[src/periodic_spline_path_sampler_core_defines.svh]
// Assertion macros used by the core RTL file.
`ifndef PERIODIC_SPLINE_PATH_SAMPLER_CORE_DEFINES_SVH
`define PERIODIC_SPLINE_PATH_SAMPLER_CORE_DEFINES_SVH

// Same-cycle implication, sampled on clk, off during reset.
`define PSS_ASSERT_NOW(label, ante, cons, msg) \
    label: assert property (@(posedge clk) disable iff (!rst_n) (ante) |-> (cons)) \
        else $error(msg);

// Next-cycle implication, sampled on clk, off during reset.
`define PSS_ASSERT_NEXT(label, ante, cons, msg) \
    label: assert property (@(posedge clk) disable iff (!rst_n) (ante) |=> (cons)) \
        else $error(msg);

`endif

[src/pss_pkg.sv]
`default_nettype none

package pss_pkg;

    localparam int MAX_POINTS = 16;
    localparam int FRAC_BITS  = 8;
    localparam int ADDR_W     = $clog2(MAX_POINTS);
    localparam int CNT_W      = $clog2(MAX_POINTS + 1);

    localparam int PW   = 24;   // position width
    localparam int TW   = 20;   // point time width
    localparam int FW   = 12;   // frame / period width
    localparam int IDW  = 16;   // path id width

    // ratio r: RATIO_BITS fraction bits, clamped to +-2^LIM_LOG2
    localparam int RATIO_BITS = 16;
    localparam int LIM_LOG2   = 3;
    localparam int QB         = RATIO_BITS + LIM_LOG2;
    localparam int RW         = QB + 2;

    localparam int SW = TW + 3;   // divider operands, signed
    localparam int VW = 42;       // de Casteljau intermediates, signed
    localparam int MW = 31;       // multiplier operand width, signed

    typedef struct packed {
        logic [TW-1:0]        t;
        logic signed [PW-1:0] y;
        logic signed [PW-1:0] x;
    } pss_point_t;

    // One axis of a matched segment; p0/p3 are raw neighbors.
    typedef struct packed {
        logic signed [PW-1:0] p0;
        logic signed [PW-1:0] p1;
        logic signed [PW-1:0] p2;
        logic signed [PW-1:0] p3;
        logic                 first;
        logic                 last;
    } pss_axis_in_t;

endpackage

`default_nettype wire

[src/pss_point_mem.sv]
`default_nettype none

module pss_point_mem
    import pss_pkg::*;
(
    input  logic              clk,
    input  logic              wr_en,
    input  logic [ADDR_W-1:0] wr_addr,
    input  pss_point_t        wr_data,
    input  logic              rd_en,
    input  logic [ADDR_W-1:0] rd_addr,
    output pss_point_t        rd_data
);

    pss_point_t mem [MAX_POINTS];
    pss_point_t rd_data_reg;

    always_ff @(posedge clk)
    begin
        if (wr_en)
        begin
            mem[wr_addr] <= wr_data;
        end
        if (rd_en)
        begin
            rd_data_reg <= mem[rd_addr];
        end
    end

    assign rd_data = rd_data_reg;

endmodule

`default_nettype wire

[config.mk]
export PLATFORM = sky130hd
export DESIGN_NAME = pss_point_mem
export DESIGN_NICKNAME = d
export VERILOG_FILES = /design/src/periodic_spline_path_sampler_core_defines.svh /design/src/pss_pkg.sv /design/src/pss_point_mem.sv
export SDC_FILE = /design/constraint.sdc
export NUM_CORES = 1
export LEC_CHECK = 0
export ABC_AREA = 1
export BUFFER_PORTS_ARGS = -buffer_cell sky130_fd_sc_hd__buf_4
export CAP_MARGIN = 20
export CORE_UTILIZATION = 40
export CTS_BUF_LIST = sky130_fd_sc_hd__clkbuf_16
export DETAILED_ROUTE_END_ITERATION = 12
export SETUP_SLACK_MARGIN = 0.3
export SLEW_MARGIN = 20
export SYNTH_ARGS = -nofsm -noshare
export SYNTH_HDL_FRONTEND = slang
export SYNTH_SLANG_ARGS = --single-unit
export TNS_END_PERCENT = 5
[constraint.sdc]
create_clock -name clk -period 4.8 [get_ports clk]
set_clock_uncertainty 0.05 [all_clocks]
set_input_delay 0.96 -clock clk [delete_from_list [all_inputs] [get_ports clk]]
set_output_delay 0.96 -clock clk [all_outputs]
set_load 0.01 [all_outputs]
Word-level counts from Yosys, hierarchy flattened --
Memories as Yosys holds them, arrays and structs flattened. A register that Yosys moved wholly into a read port is not among the register bits. Index checks and enable logic that the tools add are counted. Widths: inputs -> output; s select.
Operators by class: muxes and demuxes 2
Operators with widths (count):
- $mux 1 | 2
Storage, ports and cells: register bits after elaboration 0, bits in writable memories 1088, input port bits 79, output and inout port bits 68, logic and storage cells 3, memories 1
Memories:
- mem | words 16, bits a word 68, read ports 1, clocked after memory_dff 1, write ports 1, RTL line pss_point_mem.sv:15 | pss_point_t mem [MAX_POINTS];

Longest topological paths before layout --
Gate-level depths: netlist of the first run.
depth after elaboration 2, depth in mapped cells 10, gate-level depth less buffers 7

Least setup slack after synthesis of the first run --
Ideal clock, no wire load.
path kind input to register, start point in wr_addr[2], end point mem mem[10][0] in the netlist's numbering, enable pin, arrival time 4018 ps, path slack 238 ps, cell stages on the path 2, buffers on the path 0, cells stage by stage nand3b_1 > nor2_1
RTL lines:
- from (decl) | RTL line pss_point_mem.sv:8 | input logic [ADDR_W-1:0] wr_addr,
- to (decl) | RTL line pss_point_mem.sv:15
No word-level cell before the write port.

==> results of run 1 <==
==> final cells by class <==
cell class	instances	area, um2	share of cell area
Inverter	822	3130	0.0569
Timing Repair Buffer	207	1800	0.0327
Sequential cell	1156	34700	0.631
Antenna cell	3	7.51	0.000137
Clock buffer	118	2950	0.0537
Tap cell	1612	2020	0.0367
Multi-Input combinational cell	2269	9670	0.176
Clock inverter	101	691	0.0126
==> power by group <==
part	internal [uW]	leakage, uW	total (uW)	switching, uW
logic	384	0.0107	1320	938
registers	11400	0.0105	11400	70.9
clock network	4870	0.00190	8710	3830
==> worst paths after layout <==
check,endpoint,cells past startpoint,startpoint
worst min register to register,rd_data[27],6,mem[2][27]
worst max-delay path,rd_data[28],9,rd_addr[0]
worst min-delay path,mem[15][7],1,wr_data[7]
worst max register to register,rd_data[56],6,mem[13][56]
==> per-stage QoR <==
stage	power, uW	area (um2)
after floorplan	12400	48500
after global placement	13000	51300
after detailed placement	13000	51300
after CTS	21600	55000
after global routing	22200	55000
final	21500	55000
==> layer usage <==
metal | track usage | vias up | part of all wire | routed length, um
li1 | - | 14700 | - | -
met1 | 0.272 | 15000 | 0.44 | 53700
met2 | 0.317 | 962 | 0.46 | 55900
met3 | 0.0367 | 196 | 0.072 | 8730
met4 | 0.0590 | 12 | 0.023 | 2770
met5 | 0 | - | 0.00064 | 77
==> cell families after synthesis <==
kind of cell,count (synthesis),share of synthesized area
flip-flops,1156,0.716
AND/OR/NAND/NOR,2269,0.197
buffers and inverters,1047,0.0877
==> layout by cell type (no fill, tap or decap), types with 8 or more instances in the layout <==
master / Yosys / layout
nor2_4: 0 / 16
inv_1: 819 / 846
buf_4: 19 / 186
clkbuf_16: 0 / 118
edfxtp_1: 1156 / 1156
nand2_1: 1433 / 1433
clkinv_1: 0 / 31
clkinv_2: 0 / 23
nand3_1: 817 / 817
bufinv_16: 0 / 8
buf_12: 0 / 18
==> impl.org, run 1 <==
** Worst setup path
- For this run, the slowest stage of the critical path takes 0.75 ns.
- The setup path with the least slack is of type in -> reg.
- Count of buffering cells on the critical path with inverters included :: 3
- CP required :: 5.19 ns
- Slowest stage cell, crit path :: clkinv_16
- R2r setup slk :: about 3.5 ns
- Largest driver fanout on the critical path :: 299
- In this design, the critical path's most frequently occurring cell is nand2_1.
- Kind of start point of the critical path :: input pin
- STA classifies the critical path endpoint as a flop.
- CP arrival :: 3.46 ns
- The critical path goes through buf_8 -> clkinv_16 -> buf_12 -> nand2_1 -> nand2_1 -> nand2_1 -> nand3_1 -> nand3_1 -> nand2_1.
- In this design, the largest share of critical-path delay is due to buffers and inverters.

** Detailed routing
- Routed wire length :: 121 mm
- The detail route stage leaves a number of antenna-violating nets equal to 0.
- Vias :: 30.9k
- Initial detailed-routing violation count :: 2854
- In the routed layout, each cell is associated on average with a via count of 4.91.
- The first TritonRoute pass finished after 5 iterations.
- WL/cell :: between 15 and 20 um
- After detailed routing, the number of remaining DRC violations is 0.

** Power
- Leakage power :: 0.0231 uW
- Dividing total power by cell area gives a power density of around 390 nW/um2.
- Across the VDD grid, the largest voltage drop is 0.264 mV.

** GRT
- For this run, the total global-route usage over all layers was measured as 0.197.
- Largest net degree at the start of global routing :: 300
- Via count of the first global-routing pass :: 29.5k
- Global-route wire length before repair :: around 180 mm
- After global routing the overflow that remains totals 0.
- Antenna violations before repair :: 10

** Yosys
- Share of the synthesized area in the top cell type :: 0.716
- Sorting the synthesized cells by area gives the leading types as edfxtp_1 72%, nand2_1 11%, nand3_1 8.4%.
- Cell accounting for the most synthesized area :: edfxtp_1
- Synth cell types :: 13
- The cell area that synthesis handed to floorplanning was 48500 um2.
- Yosys reg bits :: 1156
- Most instantiated flip-flop cell in the synthesis netlist :: edfxtp_1
- For this run, the number of Yosys warnings is 0.
- Mean post-synth cell area :: 10.8 um2
- After technology mapping, the gate count stands at 4472.
- Synthesis produced a netlist with a net count of 4551.
- Of all flip-flops after synthesis, the portion carrying an async set or reset was 0.
- Yosys mapped a number of flops with a built-in enable equal to 1156.
- Leading post-synthesis cells by instance count :: 1433 x nand2_1, 1156 x edfxtp_1, 819 x inv_1, 817 x nand3_1, 104 x buf_2
- For this run, the register share of the synthesized area comes to 0.716.
- In the post-synthesis netlist, the cell with the most instances is nand2_1.

** Clock tree
- CTS HTree Levels :: 3
- TritonCTS built the clock tree.
- Clock tree root driver cell :: clkbuf_16
- In this run the deepest clock path goes through 3 buffers.
- Post-cts resize count :: 0
- The tree built by TritonCTS fans out to 1156 sinks.
- Hold repair after CTS inserted 0 buffers.
- After clock tree synthesis, the clock-pin slew on the worst setup and hold paths is 0.06 ns.
- Number of post-CTS setup repair buffers :: 0
- Clock latency on the worst-skew pair, taken at its later pin, is 0.70 ns.
- CTS buffer count :: between 100 and 150

** Finish
- The register with the most flip-flops in the layout has 1088 of them.
- Layout cells sized above 1 :: 0.0828
- Net count of the finished layout :: 4650
- Number of standard cells in the layout, taps in and fillers out :: 6288
- From synthesis to final layout, the design area changed by 13.3%.
- Fin util :: 0.458
- After filler insertion, the fill cell instance count of the layout stands at 11.0k.

** Place
- GP Congestion :: 0.740
- Counting tap cells, the placed design contains a total of slightly above 6k instances.
- Count of input and output buffers :: 146
- Half-perimeter wire length after detailed placement :: roughly 60 mm
- Prior to clock tree synthesis, the placed netlist has a worst setup slack of 1.29 ns.

** STA
- After routing, the total negative slack on setup checks comes to 0 ns.
- Number of failing hold endpoints at the final stage :: 0
- The worst path in the final design needs a cycle of 3.07 ns, including I/O delays and setup.
- Max Slew Vio Count :: 0
- Slew at the pin closest to its max-slew limit :: 1.17 ns
- Final setup violation count :: 0
- Max_slew headroom :: 0.220
- On the final layout, the worst hold slack is 0.498 ns.
- Setup repair after global routing left no endpoint under its margin.
- Setup slack on the critical path of the routed design comes to 1.73 ns.
- Highest Clock Rate :: 326 MHz
- In the finished design, the share of the clock period the worst path needs comes to 0.639.

** Die
- After floorplanning, the core was sized to cover roughly 120000 um2.
- Std-Cell Rows :: ~130
- From bottom edge to top edge, the die measures 350 um.
- The die is 350 um wide.
- Starting Density :: 0.404
- Die Outline Area :: approximately 120000 um2
- During I/O placement, the number of pins put on the boundary was around 150.

** Min path
- The min-delay analysis places its worst path in the category in -> reg.

** Flow run
- Across the run, the number of max-cap violations was 0.

** Status
- Result of the run :: finished, final reports clean
(Power assumes the default switching activity.)
==> run 2: changes to the inputs <==
clock period = 2.6 ns   (was 4.8 ns; I/O delays follow)
==> run 2 against run 1 <==
Critical path depth decreased by 8. Global-route usage is 0.25 points higher. Via count grew 1.0%. Flip-flop and latch count unchanged. Clock-buffer cell count grew 4. Sequential power up 85%. Combinational power grew 98%. Final cell count is 0.75% higher.
==> impl.org, run 2 (synthesis results as in run 1) <==
** Finish
- The layout-stage area growth over the synthesis result is 15.7% (was 13.3%).
- The footprint of the flip-flops and latches is 34700 um2 (unchanged).
- Fin util :: 0.467 (was 0.458)
- Commonest non-fill, non-tap cells in the layout :: 1433 x nand2_1, 1156 x edfxtp_1, 832 x inv_1, 817 x nand3_1, 180 x buf_4 (was 1433 x nand2_1, 1156 x edfxtp_1, 846 x inv_1, 817 x nand3_1, 186 x buf_4)
- The final net count came to 4700 (was 4650).
- Number of filler instances in the final layout :: 10.9k (was 11.0k)
- The area of combinational cells with multiple inputs came to 9670 um2 (unchanged).
- The leading cell type in the layout, fill and taps excluded is nand2_1 (unchanged).
- The share of cells above drive strength 1 was 0.0945 (was 0.0828).
- The number of flip-flops in the largest register is 1088 (unchanged).

** Die
- Area of the core :: 120000 um2 (unchanged)
- The die area is 123000 um2 (unchanged).
- Starting Density :: 0.404 (unchanged)
- Die W :: 350 um (unchanged)
- Std-Cell Rows :: 127 (unchanged)
- The die outline height came to 350 um (unchanged).
- I/O pins :: 147 (unchanged)

** Worst setup path
- R2r setup slk :: 1.25 ns (was 3.45 ns)
- CP required :: 2.03 ns (was 5.19 ns)
- Largest stage delay on the critical path :: 0.52 ns (was 0.75 ns)
- Endpoint kind of the worst setup timing path :: output port (was flop)
- Critical register-to-register path startpoint :: mem[9][27] (was mem[13][56])
- The maximum net fanout on the critical path is 1 (was 299).
- CP arrival :: 1.42 ns (was 3.46 ns)
- Count of buffering cells on the critical path with inverters included :: 1 (was 3)
- The family with the most delay on the worst path was flip-flops (was buffers and inverters).
- The element type at the critical path start is a flop (was input pin).
- The category of the critical setup timing path is reg -> out (was in -> reg).
- Worst r2r dst :: rd_data[27] (was rd_data[56])
- Cell chain of the critical path: buf_4 (was buf_8 -> clkinv_16 -> buf_12 -> nand2_1 -> nand2_1 -> nand2_1 -> nand3_1 -> nand3_1 -> nand2_1).
- Slowest stage cell, crit path :: edfxtp_1 (was clkinv_16)
- Reg2reg path depth :: 6 (unchanged)

** Detailed routing
- The total wire length after detailed routing is 123 mm (was 121 mm).
- The routed via count divided by cell count is 4.93 (was 4.91).
- The via count was 31.2k (was 30.9k).
- The detailed-route wire length per cell is 19.4 um (was 19.3 um).
- Number of optimization iterations in the first detailed-route pass :: 5 (unchanged)
- The detailed-route DRC error count was 0 (unchanged).
- Antenna viol nets, final :: 0 (unchanged)
- Initial detailed-routing violation count :: 2643 (was 2854)

** STA
- Based on the critical path, the design can be clocked at up to 502 MHz.
- Setup repair after global routing missed its margin: false (unchanged).
- Max_slew headroom :: 0.556 (was 0.220)
- Worst hold slack :: 0.0702 ns (was 0.498 ns)
- Dividing the final minimum period by the clock period gives 0.766.
- The post-layout worst setup margin was 0.607 ns (was 1.73 ns).
- The final number of max-transition violations is 0 (unchanged).
- The summed negative setup slack over all endpoints is 0 ns (unchanged).
- Final setup violation count :: 0 (unchanged)
- The transition at the pin with the smallest max-transition slack came to 0.666 ns (was 1.17 ns).
- Number of failing hold endpoints at the final stage :: 0 (unchanged)
- The smallest clock period supported by the final layout is computed as about 2 ns.

** Min path
- The worst hold path class is in -> reg (unchanged).
- Hold Path Depth :: 1 (unchanged)
- Startpoint of the tightest hold check path :: wr_data[0] (was wr_data[7])
- Hold Crit Endpoint :: mem[6][0] (was mem[15][7])

** GRT
- GR Overflow Total :: 0 (unchanged)
- The wire length of the first global-routing pass is 186 mm (was 182 mm).
- The via count of the first global-routing pass came to 30.2k (was 29.5k).
- Antenna violations before repair :: 6 (was 10)
- Largest net degree at the start of global routing :: 93 (was 300)
- The global-route usage over all layers is 0.200 (was 0.197).

** Place
- Count of input and output buffers :: 146 (unchanged)
- The post-placement setup slack was 0.316 ns (was 1.29 ns).
- Half-perimeter wire length after detailed placement :: 67.0 mm (was 59.5 mm)
- The placer congestion estimate came to 0.767 (was 0.740).

** Clock tree
- Worst-path clk slew :: 0.06 ns (about the same)
- Clock tree root driver cell :: clkbuf_16 (unchanged)
- The post-cts resize count came to 0 (unchanged).
- # clock sinks :: 1156 (unchanged)
- # hold bufs at CTS :: 0 (unchanged)
- The setup fix buffers added after clock tree synthesis is 0 (unchanged).
- The clock latency at the later pin of the worst-skew pair came to 0.70 ns (about the same).
- The clock tree from TritonCTS is done (unchanged).
- The H-tree depth reported by CTS was 3 (unchanged).
- CTS buffer count :: 120 (was 115)
- The maximum number of buffers from clock root to sink is 3 (unchanged).

** Status
- Result of the run: finished, final reports clean (unchanged).

** Power
- Power density over the cells :: 720 nW/um2 (was 391 nW/um2)
- Final Power :: 40400 uW (was 21500 uW)
- Leakage power :: 0.0236 uW (was 0.0231 uW)
- Worst-case vdd ir drop :: 0.500 mV (was 0.264 mV)

** Flow run
- Reported max-cap violation count :: 0 (unchanged)
## run 2: cell types whose count changed in the layout (fill, tap and decap cells not counted), sizes merged
| cell | before | now |
|---|---|---|
| buf | 207 | 252 |
| inv | 854 | 841 |
| clkinv | 58 | 64 |
| clkbuf | 118 | 122 |
| bufinv | 8 | 11 |
| clkinvlp | 3 | 6 |
| diode | 3 | 2 |
## run 2: layout make-up
class	instances	area share
clock inverter	100	0.0137
tap	1612	0.0359
timing repair buffer	252	0.0494
sequential	1156	0.619
multi-input combinational	2269	0.172
inverter	822	0.0555
antenna	2	0.0000892
clock buffer	122	0.0544
## run 2: report_power, final
group | internal (uW) | switching [uW]
clock | 9560 | 7120
sequential | 21000 | 140
combinational | 808 | 1800
total | 31400 | 9060
## run 2: worst max path at each step
stage | from | end | slack (ns) | depth (start not counted)
2_1_floorplan | wr_addr[2] | mem[10][0] | 0.16 | 2
3_3_place_gp | wr_addr[3] | mem[7][35] | 0.35 | 4
3_5_place_dp | wr_addr[3] | mem[7][35] | 0.32 | 4
4_1_cts | rd_data[47] | rd_data[47] | 0.53 | 1
5_1_grt | rd_data[47] | rd_data[47] | 0.52 | 1
6_report | rd_data[28] | rd_data[28] | 0.61 | 1
## run 2: metrics by stage
step                      instance area (um2)  cells
final                                   56100   6335
after global routing                    56100   6333
after CTS                               56100   6333
after detailed placement                52300   6111
after global placement                  52300   6111
after floorplan                         48600   4472
## run 2: layer usage
| metal | global-route usage | up-vias | routed length, um |
|---|---|---|---|
| met2 | 0.330 | 975 | 58400 |
| li1 | - | 14800 | - |
| met1 | 0.276 | 15200 | 54000 |
| met3 | 0.0312 | 190 | 7970 |
| met4 | 0.0495 | 12 | 2370 |
| met5 | 0 | - | 77 |
