File: config.mk
export PLATFORM = sky130hd
export DESIGN_NAME = pss_div
export DESIGN_NICKNAME = d
export VERILOG_FILES = /design/src/periodic_spline_path_sampler_core_defines.svh /design/src/pss_pkg.sv /design/src/pss_div.sv
export SDC_FILE = /design/constraint.sdc
export NUM_CORES = 1
export LEC_CHECK = 0
export BUFFER_PORTS_ARGS = -buffer_cell sky130_fd_sc_hd__buf_2
export CAP_MARGIN = 20
export CORE_MARGIN = 2
export CORE_UTILIZATION = 50
export CTS_BUF_LIST = sky130_fd_sc_hd__clkbuf_8
export DETAILED_ROUTE_END_ITERATION = 8
export GPL_ROUTABILITY_DRIVEN = 0
export PLACE_DENSITY = 0.71
export RECOVER_POWER = 25
export SETUP_SLACK_MARGIN = 0.5
export SLEW_MARGIN = 20
export SYNTH_ARGS = -nofsm -noshare
export SYNTH_HDL_FRONTEND = slang
export SYNTH_SLANG_ARGS = --single-unit
export TNS_END_PERCENT = 10
File: constraint.sdc
create_clock -name clk -period 4.94 [get_ports clk]
set_input_delay 0.741 -clock clk [delete_from_list [all_inputs] [get_ports clk]]
set_output_delay 0.741 -clock clk [all_outputs]
set_load 0.1 [all_outputs]
File: src/periodic_spline_path_sampler_core_defines.svh
// Assertion macros used by the core RTL file.
`ifndef PERIODIC_SPLINE_PATH_SAMPLER_CORE_DEFINES_SVH
`define PERIODIC_SPLINE_PATH_SAMPLER_CORE_DEFINES_SVH

// Same-cycle implication, sampled on clk, off during reset.
`define PSS_ASSERT_NOW(label, ante, cons, msg) \
    label: assert property (@(posedge clk) disable iff (!rst_n) (ante) |-> (cons)) \
        else $error(msg);

// Next-cycle implication, sampled on clk, off during reset.
`define PSS_ASSERT_NEXT(label, ante, cons, msg) \
    label: assert property (@(posedge clk) disable iff (!rst_n) (ante) |=> (cons)) \
        else $error(msg);

`endif

File: src/pss_pkg.sv
`default_nettype none

package pss_pkg;

    localparam int MAX_POINTS = 16;
    localparam int FRAC_BITS  = 8;
    localparam int ADDR_W     = $clog2(MAX_POINTS);
    localparam int CNT_W      = $clog2(MAX_POINTS + 1);

    localparam int PW   = 24;   // position width
    localparam int TW   = 20;   // point time width
    localparam int FW   = 12;   // frame / period width
    localparam int IDW  = 16;   // path id width

    // ratio r: RATIO_BITS fraction bits, clamped to +-2^LIM_LOG2
    localparam int RATIO_BITS = 16;
    localparam int LIM_LOG2   = 3;
    localparam int QB         = RATIO_BITS + LIM_LOG2;
    localparam int RW         = QB + 2;

    localparam int SW = TW + 3;   // divider operands, signed
    localparam int VW = 42;       // de Casteljau intermediates, signed
    localparam int MW = 31;       // multiplier operand width, signed

    typedef struct packed {
        logic [TW-1:0]        t;
        logic signed [PW-1:0] y;
        logic signed [PW-1:0] x;
    } pss_point_t;

    // One axis of a matched segment; p0/p3 are raw neighbors.
    typedef struct packed {
        logic signed [PW-1:0] p0;
        logic signed [PW-1:0] p1;
        logic signed [PW-1:0] p2;
        logic signed [PW-1:0] p3;
        logic                 first;
        logic                 last;
    } pss_axis_in_t;

endpackage

`default_nettype wire

File: src/pss_div.sv
`default_nettype none

// Signed ratio (num << RATIO_BITS) / den, truncated toward zero and
// clamped to +-2^QB. Restoring, one quotient bit per cycle.
module pss_div
    import pss_pkg::*;
(
    input  logic                 clk,
    input  logic                 rst_n,
    input  logic                 start,
    input  logic signed [SW-1:0] num,
    input  logic signed [SW-1:0] den,
    output logic                 q_valid,
    output logic signed [RW-1:0] quot
);

    localparam int CW = $clog2(QB + 1);

    logic              busy_reg;
    logic              valid_reg;
    logic [CW-1:0]     cnt_reg;
    logic [SW-1:0]     rem_reg;
    logic [QB-1:0]     sh_reg;
    logic [QB-1:0]     q_reg;
    logic              neg_reg;
    logic [SW-2:0]     dn_reg;
    logic signed [RW-1:0] quot_reg;

    logic [SW-2:0] an_c;
    logic [SW-2:0] dn_c;
    logic          sat_c;
    logic [SW-1:0] rem2_c;
    logic          qbit_c;
    logic [QB-1:0] qmag_c;

    always_comb
    begin
        an_c   = num[SW-1] ? (SW-1)'(-num) : (SW-1)'(num);
        dn_c   = den[SW-1] ? (SW-1)'(-den) : (SW-1)'(den);
        sat_c  = {{LIM_LOG2{1'b0}}, an_c} >= {dn_c, {LIM_LOG2{1'b0}}};
        rem2_c = {rem_reg[SW-2:0], sh_reg[QB-1]};
        qbit_c = rem2_c >= SW'(dn_reg);
        qmag_c = {q_reg[QB-2:0], qbit_c};
    end

    always_ff @(posedge clk or negedge rst_n)
    begin
        if (!rst_n)
        begin
            busy_reg  <= 1'b0;
            valid_reg <= 1'b0;
            cnt_reg   <= '0;
        end
        else if (start)
        begin
            busy_reg  <= !sat_c;
            valid_reg <= sat_c;
            cnt_reg   <= CW'(QB);
        end
        else if (busy_reg)
        begin
            cnt_reg <= cnt_reg - CW'(1);
            if (cnt_reg == CW'(1))
            begin
                busy_reg  <= 1'b0;
                valid_reg <= 1'b1;
            end
        end
    end

    always_ff @(posedge clk)
    begin
        if (start)
        begin
            neg_reg <= num[SW-1] ^ den[SW-1];
            dn_reg  <= dn_c;
            rem_reg <= SW'(an_c >> LIM_LOG2);
            sh_reg  <= {an_c[LIM_LOG2-1:0], {RATIO_BITS{1'b0}}};
            q_reg   <= '0;
            if (sat_c)
            begin
                quot_reg <= (num[SW-1] ^ den[SW-1]) ? -(RW'(1) <<< QB) : (RW'(1) <<< QB);
            end
        end
        else if (busy_reg)
        begin
            rem_reg <= qbit_c ? rem2_c - SW'(dn_reg) : rem2_c;
            sh_reg  <= sh_reg << 1;
            q_reg   <= qmag_c;
            if (cnt_reg == CW'(1))
            begin
                quot_reg <= neg_reg ? -$signed(RW'(qmag_c)) : $signed(RW'(qmag_c));
            end
        end
    end

    assign q_valid = valid_reg;
    assign quot    = quot_reg;

endmodule

`default_nettype wire

## Yosys cells after proc, flatten, opt, wreduce, memory -nomap -nowiden

Cells that the tools add are included.

| storage, ports and cells | value |
|---|---|
| register bits after elaboration | 94 |
| input bits | 49 |
| word-level logic and storage cells | 46 |

| operators by class | value |
|---|---|
| add/subtract/negate cells | 5 |
| $lt $le $gt $ge | 2 |
| eq/ne operators | 2 |
| mux-type cells | 21 |
| bitwise gates (word level) | 1 |
| reductions and logical operators | 5 |

Operators by type and width:

| kind | count |
|---|---|
| $mux W21 | 6 |
| $mux W19 | 4 |
| $mux W22 | 3 |
| $neg A22 Y22 | 2 |
| $ge A22 B25 Y1 | 1 |
| $ge A23 B22 Y1 | 1 |
| $sub A22 B22 Y22 | 1 |
| $neg A19 Y21 | 1 |
| $mux W5 | 2 |
| $mux W1 | 6 |
| $eq A5 B1 Y1 const B | 1 |
| $sub A5 B1 Y5 const B | 1 |
| $reduce_bool A2 Y1 | 2 |
| $reduce_and A3 Y1 | 1 |
| $ne A2 B1 Y1 const B | 1 |
| $reduce_and A2 Y1 | 1 |
| $logic_not A1 Y1 | 1 |
| $xor A1 B1 Y1 | 1 |

## Depth between registers and ports, before layout

Gate-level depths: netlist (run 1).

| depth | value |
|---|---|
| depth in word-level cells | 6 |
| depth in mapped cells | 17 |
| gate-level depth less buffers | 16 |

## Worst setup path before layout (run 1)

No wires, ideal clock.

| timing | value |
|---|---|
| path kind | input to register |
| start | input num[10] |
| end | register quot_reg[0] (netlist: quot[0]) (enable) |
| library setup time | 0.426 ns |
| arrival | 4.802 ns |
| required time | 4.514 ns |
| path slack | -0.287 ns |
| cell stages on the path | 13 |
| buffers on the path | 0 |
| cells stage by stage | or3_1 -> or3_1 -> or3_1 -> nand2_1 -> xnor2_1 -> ha_1 -> and3_1 -> nand3_1 -> nand3b_1 -> a221oi_1 -> nor4_1 -> o2111a_1 -> nor3_1 |

| between the ends | value |
|---|---|
| longest elaborated chain between the ends | 5 |

RTL lines:

| what | RTL line | source |
|---|---|---|
| start, declared | pss_div.sv:11 | `input logic signed [SW-1:0] num,` |
| $neg A22 Y22 | pss_div.sv:38 | `an_c = num[SW-1] ? (SW-1)'(-num) : (SW-1)'(num);` |
| $mux W22 * | pss_div.sv:38 |  |
| $ge A22 B25 Y1 * | pss_div.sv:40 | `sat_c = {{LIM_LOG2{1'b0}}, an_c} >= {dn_c, {LIM_LOG2{1'b0}}};` |
| $ne A2 B1 Y1 (no source line) * | -- |  |
| $reduce_and A3 Y1 (no source line) * | -- |  |
| end signal, assigned | pss_div.sv:82 | `quot_reg <= (num[SW-1] ^ den[SW-1]) ? -(RW'(1) <<< QB) : (RW'(1) <<< QB);` |
| end signal, assigned | pss_div.sv:92 | `quot_reg <= neg_reg ? -$signed(RW'(qmag_c)) : $signed(RW'(qmag_c));` |
| end, declared | pss_div.sv:27 | `logic signed [RW-1:0] quot_reg;` |

Every way passes the cells marked *; elsewhere a longest branch is shown, timed or not.
A chain may end at the register's enable or synchronous reset.

## Worst setup path in the final report (run 1)

Ends and elaborated chain as after synthesis.

==> flow_metrics.tcl, run 1 <==
set metrics [dict create \
    crit_fanout 21 \
    clock-sinks 94 \
    yosysWarningCount 0 \
    total_leakage_power_nw 3.17 \
    firstDrtPassIters 5 \
    gr-total-overflow 0 \
    timing.critical_path.from "num[10]" \
    port-buffer-count 70 \
    synth-xor-area-share_pct 10.3 \
    synth_flop_cell "edfxtp_1" \
    layout.filler_cells 1127 \
    post-route-min-period_ns 4.13 \
    die_x_um 118 \
    die-height_um 118 \
    skew_ns 0.0211 \
    detail_route.vias_per_cell 5.67 \
    hpwl_um 11200 \
    drive_gt1_share_pct 12.4 \
    final_critical_path_setup_slack_ns 0.815 \
    netlist_instances 703 \
    die-area_um2 13900 \
    max_freq_mhz 242 \
    syn_avg_cell_area_um2 9.22 \
    seq_area_frac_synth_pct 39.8 \
    finalSetupViolCount 0 \
    synth_async_sr_flop_share_pct 7.45 \
    synth_largest_area_cell "edfxtp_1" \
    synthDominantCellAreaShare_pct 30.6 \
    arrival_ns 4.19 \
    num_rows 41 \
    failed_checks "max-capacitance violations, max-slew violations" \
    report.final.slew_viol_count 38 \
    vias_in_the_first_global_route 5254 \
    post_synth_and_or_nand_nor_area_fraction_pct 16.4 \
    post_synth_main_area_contributors "edfxtp_1, ha_1, dfxtp_1" \
    netlist-cell-type-count 54 \
    post_layout_nonfiller_instances 941 \
    cts-hold-fix-buffers 0 \
    insertedDiodeCount 0 \
    synth_compound_gate_area_share_pct 16.1 \
    most-common-layout-cells "nor2_1, buf_2, edfxtp_1" \
    cts-root-to-sink-buffers 2 \
    count_of_boundary_i_o_pins 71 \
    max_cap_viol_count 1 \
    num-nets-final 859 \
    number_of_flops_mapped_to_enable_cells_by_yosys 66 \
    setup.worst_path.start_class "primary input" \
    final_util_pct 57.1 \
    synth_seq_cells 94 \
    max_slew.worst_pin.slew_ns 1.78 \
    hold_ws_ns 0.252 \
    start_util_pct 51.3 \
    synthAdderAreaFrac_pct 9.00 \
    clock-root-buffer "clkbuf_8" \
    reg_to_reg_startpoint "dn_reg[5]$_DFFE_PP_" \
    status "complete, but fails checks" \
    detail_route.drc_violations 0 \
    regArea_um2 2580 \
    finalWirelength_um 14800 \
    placedInstanceArea_um2 7010 \
    core_region_area_um2 12600 \
    multi_input_area_um2 3600 \
    vias 5340 \
    irDropWorstVdd_v 0.000242 \
    cts_setup_buffers 0 \
    htree_levels 3 \
    timing_worst_setup_path_type "in2reg" \
    clock_insertion_delay_worst_skew_ns 0.38 \
    power.density_cell_area_nw_per_um2 515 \
    setup_tns_ns 0 \
    grt_max_degree 58 \
    relative_max_transition_margin_pct -18.6 \
    period_share_pct 83.5 \
    grt_first_pass_wirelength_um 24600 \
    grtUsageTotal_pct 21.7 \
    clk_transition_reported_paths_ns 0.10 \
    rsz_0062_raised_after_global_routing "false" \
    route.antenna.remaining_nets 0 \
    final_design_area_no_fill_um2 7210 \
    first_iter_violations 338 \
    p_total_mw 3.71 \
    hold_path.class "in2async" \
    hold_violations 0 \
    placed_cells_incl_taps 925 \
    area_growth_pct 11.2 \
    place_worst_setup_slack_ns 0.427 \
    synth.area.mux_share_pct 3.55 \
    clock_tree_from_tritoncts "built" \
    total_standard_cell_area_after_synthesis_um2 6480 \
    synth_top_family_by_area "simple AND/OR/NAND/NOR gates" \
    cts-buffers-inserted 9 \
    post_drt_wl_per_cell_um 15.7 \
    mostFrequentLayoutCell "nor2_1" \
    critical_path_required_ns 5.01 \
    post_cts_gate_resize_count 0 \
    synth_fp_nets 798 \
    antenna_found_initial 0 \
    cp-end-kind "flop" \
]
## layout make-up
type | instances | area share (%)
multi-input cells | 525 | 49.9
flip-flops and latches | 94 | 35.8
repair buffers | 77 | 5.49
well taps | 172 | 2.99
inverters | 57 | 2.97
clock buffers | 9 | 1.72
clock inverters | 7 | 1.13
## critical path, cell delays in order
cell	delay, ns
buf_2	0.12
or3_1	0.44
or3_1	0.42
or3_1	0.34
nand2_1	0.09
xnor2_1	0.09
ha_1	0.29
and3_1	0.15
nand3_1	0.11
nand3b_1	0.17
a221oi_1	0.33
nor4_1	0.11
o2111a_1	0.30
nor3_4	0.18
buf_4	0.30
## cell families (layout without fill, tap and decap cells)
logic type / count (synthesis) / in the layout
compound gates: 153 / 153
xor+xnor: 76 / 76
fa+ha+maj: 46 / 46
buf+inv: 84 / 150
flops: 94 / 94
mux: 23 / 23
simple gates: 227 / 227
## power by group
part	total [mW]	internal [mW]	leakage, nW	switching, mW
Clock	0.538	0.241	0.109	0.297
Combinational	2.02	0.755	2.16	1.26
Sequential	1.15	1.06	0.901	0.0928
Total	3.71	2.06	3.17	1.65
## worst paths after layout
check | slack (ns) | endpoint | depth (start not counted)
max in group asynchronous | 4.40 | cnt_reg[1]$_DFFE_PN0P_ | 1
hold / removal | 0.25 | cnt_reg[2]$_DFFE_PN0P_ | 1
setup / recovery | 0.81 | quot[0]$_SDFFCE_PP0P_ | 15
hold reg to reg | 0.51 | rem_reg[20]$_SDFFE_PP0P_ | 2
setup reg to reg | 1.18 | quot[18]$_SDFFCE_PP0P_ | 16
min in group clk | 0.51 | rem_reg[20]$_SDFFE_PP0P_ | 2
## cell usage after synthesis (8+ instances only)
library cell / count
a211oi_1: 8
a21o_1: 10
nor4_1: 9
nor3_1: 16
nor2b_1: 8
o41ai_1: 11
nand2_1: 62
o31ai_1: 17
clkbuf_1: 24
or3_1: 13
nand3_1: 9
a21oi_1: 32
xnor2_1: 43
nor2_1: 79
edfxtp_1: 66
a31oi_1: 11
xor2_1: 33
ha_1: 45
o21ai_0: 34
mux2i_1: 23
inv_1: 56
dfxtp_1: 21
## layer usage
metal	part of all wire, %	track usage (%)	up-vias
met2	47	36.1	159
met4	2.3	8.51	0
met1	46	28.2	2501
li1	-	-	2650
met5	0	0	-
met3	4.6	3.63	30
Power figures use the tool's default switching activity.
==> inputs of run 2 (changes only) <==
ABC_AREA = 1   (was default)
PLACE_DENSITY = 0.73   (was 0.71)
clock period = 3.6 ns   (was 4.94 ns; I/O delays follow)
==> flow_metrics.tcl, run 2 <==
set metrics [dict create \
    arrival_ns 3.43 \
    switchingPower_mw 2.71 \
    synthMostInstantiatedCell "nand2_1" \
    post_drt_wl_per_cell_um 15.0 \
    grtUsageTotal_pct 24.5 \
    synth_async_sr_flop_share_pct 7.45 \
    count_of_boundary_i_o_pins 71 \
    clock_tree_from_tritoncts "built" \
    total_leakage_power_nw 3.85 \
    irDropWorstVdd_v 0.000261 \
    share_clk_of_total_power_pct 13.6 \
    port-buffer-count 70 \
    post_synth_most_frequent_cells "nand2_1, inv_1, nor2_1" \
    worstSetupEndpoint "quot[11]$_SDFFCE_PP0P_" \
    die-height_um 123 \
    crit_fanout 5 \
    syn_avg_cell_area_um2 7.60 \
    regToRegEndpoint "quot[18]$_SDFFCE_PP0P_" \
    mostFrequentLayoutCell "nand2_1" \
    yosysWarningCount 0 \
    cell_internal_pwr_mw 3.13 \
    report.final.slew_viol_count 0 \
    cts-buffers-inserted 9 \
    post-route-min-period_ns 3.31 \
    skew_ns 0.0246 \
    grt_first_pass_wirelength_um 29100 \
    cp-end-kind "flop" \
    first_iter_violations 560 \
    netlist-cell-type-count 52 \
    relative_max_transition_margin_pct 53.1 \
    vias_in_the_first_global_route 6109 \
    rsz_0062_raised_after_global_routing "true" \
    start_util_pct 51.0 \
    period_share_pct 91.9 \
    netlist_instances 927 \
    hold_ws_ns 0.440 \
    hold_violations 0 \
    die-area_um2 15100 \
    synth_fp_nets 1022 \
    clock-root-buffer "clkbuf_8" \
    route.antenna.remaining_nets 0 \
    synth_flop_cell "edfxtp_1" \
    register_to_register_path_setup_slack_ns 0.42 \
    die_x_um 123 \
    swShare_pct 46.4 \
    max_cap_viol_count 0 \
    clock-sinks 94 \
    num_rows 43 \
    hold_path.class "in2reg" \
    gr-total-overflow 0 \
    number_of_flops_mapped_to_enable_cells_by_yosys 66 \
    detail_route.vias_per_cell 5.44 \
    clk_transition_reported_paths_ns 0.10 \
    total_standard_cell_area_after_synthesis_um2 7050 \
    final_critical_path_setup_slack_ns 0.292 \
    area_growth_pct 20.6 \
    htree_levels 3 \
    cts-root-to-sink-buffers 2 \
    timing.critical_path.from "den[0]" \
    timing_worst_setup_path_type "in2reg" \
    max_freq_mhz 302 \
    core_region_area_um2 13800 \
    status "complete, no violations" \
    drive_gt1_share_pct 21.2 \
    post_synth_main_area_contributors "edfxtp_1, nand2_1, ha_1" \
    hpwl_um 13500 \
    max_slew.worst_pin.slew_ns 0.703 \
    seq_area_frac_synth_pct 36.6 \
    most-common-layout-cells "nand2_1, inv_1, nor2_1" \
    setup_tns_ns 0 \
    finalWirelength_um 18100 \
    reg_to_reg_startpoint "rem_reg[15]$_DFFE_PP_" \
    firstDrtPassIters 5 \
    power.density_cell_area_nw_per_um2 687 \
    antenna_found_initial 0 \
    finalSetupViolCount 0 \
    place_worst_setup_slack_ns -0.00963 \
    insertedDiodeCount 0 \
    synthDominantCellAreaShare_pct 28.1 \
    p_total_mw 5.83 \
    power.combinational.fraction_pct 59.1 \
    layout.filler_cells 1229 \
    reg2reg_depth 20 \
    critical_path_required_ns 3.72 \
    share_seq_of_total_power_pct 27.3 \
    synth_largest_area_cell "edfxtp_1" \
    detail_route.drc_violations 0 \
    setup.worst_path.start_class "primary input" \
    grt_max_degree 57 \
    vias 6571 \
    synth_seq_cells 94 \
    num-nets-final 1117 \
    clock_insertion_delay_worst_skew_ns 0.38 \
]
## run 2: cell count changes in the layout (fill, tap and decap cells not counted), moves of 18 or more
cell and delta:
inv_1 +64, buf_4 +25, nand3_1 +35, nand2_1 +116, o21ai_1 +42, xnor2_1 -32, a21oi_1 +19, ha_4 +18
ha_1 -19, mux2i_1 -23
## run 2: kinds of logic after synthesis
logic type               count (synthesis)  synth area share (%)
flip-flops                              94                  36.6
AND/OR/NAND/NOR                        390                  24.7
buffers and inverters                  162                  9.11
AO/OA/AOI/OAI                          185                  15.1
XOR/XNOR                                50                  6.22
adder cells (fa/ha/maj)                 46                  8.28
## run 2: worst min path at each step
stage                start                     end  slack (ns)  depth (start not counted)
finish              den[0]     dn_reg[0]$_DFFE_PP_        0.44                          1
global route        den[0]     dn_reg[0]$_DFFE_PP_        0.45                          1
CTS                 den[0]     dn_reg[0]$_DFFE_PP_        0.35                          1
detailed placement   rst_n  cnt_reg[4]$_DFFE_PN0P_        0.39                          1
global placement     rst_n  cnt_reg[4]$_DFFE_PN0P_        0.38                          1
floorplan            rst_n      busy_reg$_DFF_PN0_        0.24                          0
## run 2: through the flow
| step | util [%] | instances | cell area, um^2 |
|---|---|---|---|
| floorplan | - | 927 | 7120 |
| global placement | 55.9 | 1174 | 7730 |
| detailed placement | 55.9 | 1174 | 7730 |
| CTS | 59.4 | 1196 | 8210 |
| global route | 61.4 | 1207 | 8500 |
| finish | 61.4 | 1207 | 8500 |
## run 2: metal layers
layer,track usage (%),wire length [um],vias up
met4,9.34,515,0
li1,-,-,3296
met5,0,0,-
met1,33.2,8100,3000
met3,3.76,1140,37
met2,39.6,8380,238
## run 2: power groups by stage
stage                     clock network [mW]  logic (mW)  registers (mW)
after floorplan                            0        2.14            1.76
after global placement                     0        2.93            1.56
after detailed placement                   0        2.96            1.56
after CTS                              0.805        3.24            1.58
after global routing                   0.845        3.80            1.62
final                                  0.793        3.45            1.59
## run 2: cell type report
class / instances / area [um^2] / share of cell area [%]
sequential: 94 / 2580 / 30.3
tap: 180 / 225 / 2.65
inverter: 141 / 563 / 6.63
timing repair buffer: 105 / 672 / 7.91
clock inverter: 7 / 96.3 / 1.13
clock buffer: 9 / 124 / 1.46
multi-input combinational: 671 / 4240 / 49.9
## run 2: timing repair
item,in CTS,in global routing
endpoints found under the setup margin,28,28
hold endpoints to repair,7,0
gates resized for setup,27,44
pin swaps,5,24
setup buffers,5,8
hold buffers,1,0
gates cloned,0,3
## run 2: critical path, stage by stage
cell and delay (ns):
clkbuf_1 0.11, clkinvlp_2 0.12, ha_4 0.14, inv_4 0.03, nor3_4 0.18, inv_2 0.08
nor2_4 0.12, nand3_2 0.10, o21ai_2 0.17, xor2_1 0.22, inv_1 0.11, ha_4 0.28
nand3_2 0.07, nor2_1 0.08, and3_1 0.15, nand2_1 0.05, nor2_1 0.09, nand3_1 0.07
nand2_1 0.06, nor2_1 0.04, nand3_1 0.10, nand3_2 0.12, clkinvlp_4 0.20, clkbuf_16 0.18
==> inputs of run 3 (changes only) <==
CORE_UTILIZATION = 35   (was 50)
PLACE_DENSITY = 0.55   (was 0.73)
==> flow_metrics.tcl, run 3 (synthesized netlist as in run 2, its figures left out) <==
set metrics [dict create \
    mostFrequentLayoutCell "nand2_1" \
    max_cap_viol_count 0 \
    gr-total-overflow 0 \
    drive_gt1_share_pct 23.5 \
    htree_levels 3 \
    detail_route.vias_per_cell 4.79 \
    crit_fanout 5 \
    irDropWorstVdd_v 0.000238 \
    die_x_um 146 \
    reg_to_reg_startpoint "dn_reg[4]$_DFFE_PP_" \
    hpwl_um 14400 \
    max_freq_mhz 312 \
    clock_tree_from_tritoncts "built" \
    vias_in_the_first_global_route 6057 \
    die-height_um 146 \
    clk_transition_reported_paths_ns 0.10 \
    cp-end-kind "flop" \
    route.antenna.remaining_nets 0 \
    core_region_area_um2 19600 \
    max_slew.worst_pin.slew_ns 1.25 \
    final_util_pct 44.7 \
    setup_tns_ns 0 \
    regToRegEndpoint "quot[18]$_SDFFCE_PP0P_" \
    clock-sinks 94 \
    critical_path_required_ns 3.71 \
    worst_hold_path.endpoint "sh_reg[16]$_SDFFCE_PN0P_" \
    relative_max_transition_margin_pct 16.4 \
    hold_path_depth 3 \
    clock_insertion_delay_worst_skew_ns 0.38 \
    num-nets-final 1126 \
    grt_max_degree 59 \
    cts-buffers-inserted 9 \
    hold_start "num[0]" \
    finalWirelength_um 18500 \
    area_growth_pct 24.3 \
    period_share_pct 89.1 \
    grt_first_pass_wirelength_um 29400 \
    cts-root-to-sink-buffers 2 \
    register_to_register_path_setup_slack_ns 0.52 \
    hold_path.class "in2reg" \
    port-buffer-count 70 \
    timing_worst_setup_path_type "in2reg" \
    post-route-min-period_ns 3.21 \
    power.density_cell_area_nw_per_um2 664 \
    setup.worst_path.start_class "primary input" \
    total_leakage_power_nw 3.88 \
    die-area_um2 21300 \
    most-common-layout-cells "nand2_1, inv_1, nor2_1" \
    finalSetupViolCount 0 \
    reg2reg_depth 21 \
    post_drt_wl_per_cell_um 14.2 \
    arrival_ns 3.32 \
    detail_route.drc_violations 0 \
    grtUsageTotal_pct 17.0 \
    start_util_pct 36.0 \
    antenna_found_initial 1 \
    vias 6238 \
    count_of_boundary_i_o_pins 71 \
    hold_violations 0 \
    rsz_0062_raised_after_global_routing "true" \
    skew_ns 0.0185 \
    status "complete, no violations" \
    num_rows 51 \
    first_iter_violations 374 \
    firstDrtPassIters 5 \
    clock-root-buffer "clkbuf_8" \
    report.final.slew_viol_count 0 \
]
==> run 3: worst max path at each step <==
stage	slack, ns	cells past startpoint	to	startpoint
after floorplan	0.34	21	quot[0]$_SDFFCE_PP0P_	num[1]
after global placement	0.06	24	quot[1]$_SDFFCE_PP0P_	den[0]
after detailed placement	-0.05	24	quot[1]$_SDFFCE_PP0P_	den[0]
after CTS	0.43	23	quot[3]$_SDFFCE_PP0P_	num[1]
after global routing	0.14	24	quot[4]$_SDFFCE_PP0P_	den[1]
final	0.39	24	quot[11]$_SDFFCE_PP0P_	den[1]
==> run 3: power by group <==
part	switching, mW	internal, mW	total [mW]
combinational	2.15	1.35	3.50
clock	0.400	0.332	0.732
sequential	0.145	1.44	1.59
==> run 3: layer usage <==
metal | up-vias | track usage [%] | wire (um)
met2 | 107 | 27.7 | 8150
met4 | 0 | 6.03 | 401
met5 | - | 0 | 0
li1 | 3310 | - | -
met1 | 2801 | 23.3 | 9360
met3 | 20 | 2.26 | 551
==> run 3: through the flow <==
stage	total power, mW	setup WS (ns)	area (um^2)	hold slack, ns	instances
3_5_place_dp	4.56	-0.0526	7870	0.392	1263
2_1_floorplan	3.91	0.341	7120	0.244	927
6_report	5.81	0.393	8750	0.446	1302
5_1_grt	6.28	0.139	8750	0.438	1302
3_3_place_gp	4.55	0.0591	7870	0.390	1263
4_1_cts	5.65	0.433	8370	0.443	1286
==> run 3: worst max-delay path, stage by stage <==
cell        delay [ns]
buf_6             0.09
clkinvlp_2        0.07
ha_1              0.20
inv_4             0.05
nor3_4            0.18
inv_2             0.07
nor2_4            0.13
nand3_4           0.10
o21ai_4           0.19
xor2_2            0.19
inv_2             0.07
ha_4              0.27
nand3_2           0.07
nor2_1            0.08
and3_1            0.15
nand2_1           0.05
nor2_1            0.09
nand3_1           0.07
nand2_1           0.07
nor2_2            0.04
nand3_2           0.07
nand3_2           0.10
clkinvlp_4        0.19
clkbuf_16         0.18
==> run 3: what timing repair did <==
item,in CTS,in global routing
setup endpoints to repair,28,29
resized for setup,34,68
pin swaps,4,42
hold buffers,1,0
gates cloned,0,3
endpoints found under the hold margin,7,0
buffers inserted,6,12
==> run 3: cell type report <==
| cell class | count | area (um^2) |
|---|---|---|
| Clock inverter | 7 | 81.3 |
| Clock buffer | 9 | 124 |
| Tap cell | 265 | 332 |
| Antenna cell | 1 | 2.50 |
| Inverter | 141 | 563 |
| Fill cell | 1983 | 10800 |
| Multi-Input combinational cell | 671 | 4330 |
| Timing Repair Buffer | 114 | 746 |
| Sequential cell | 94 | 2580 |
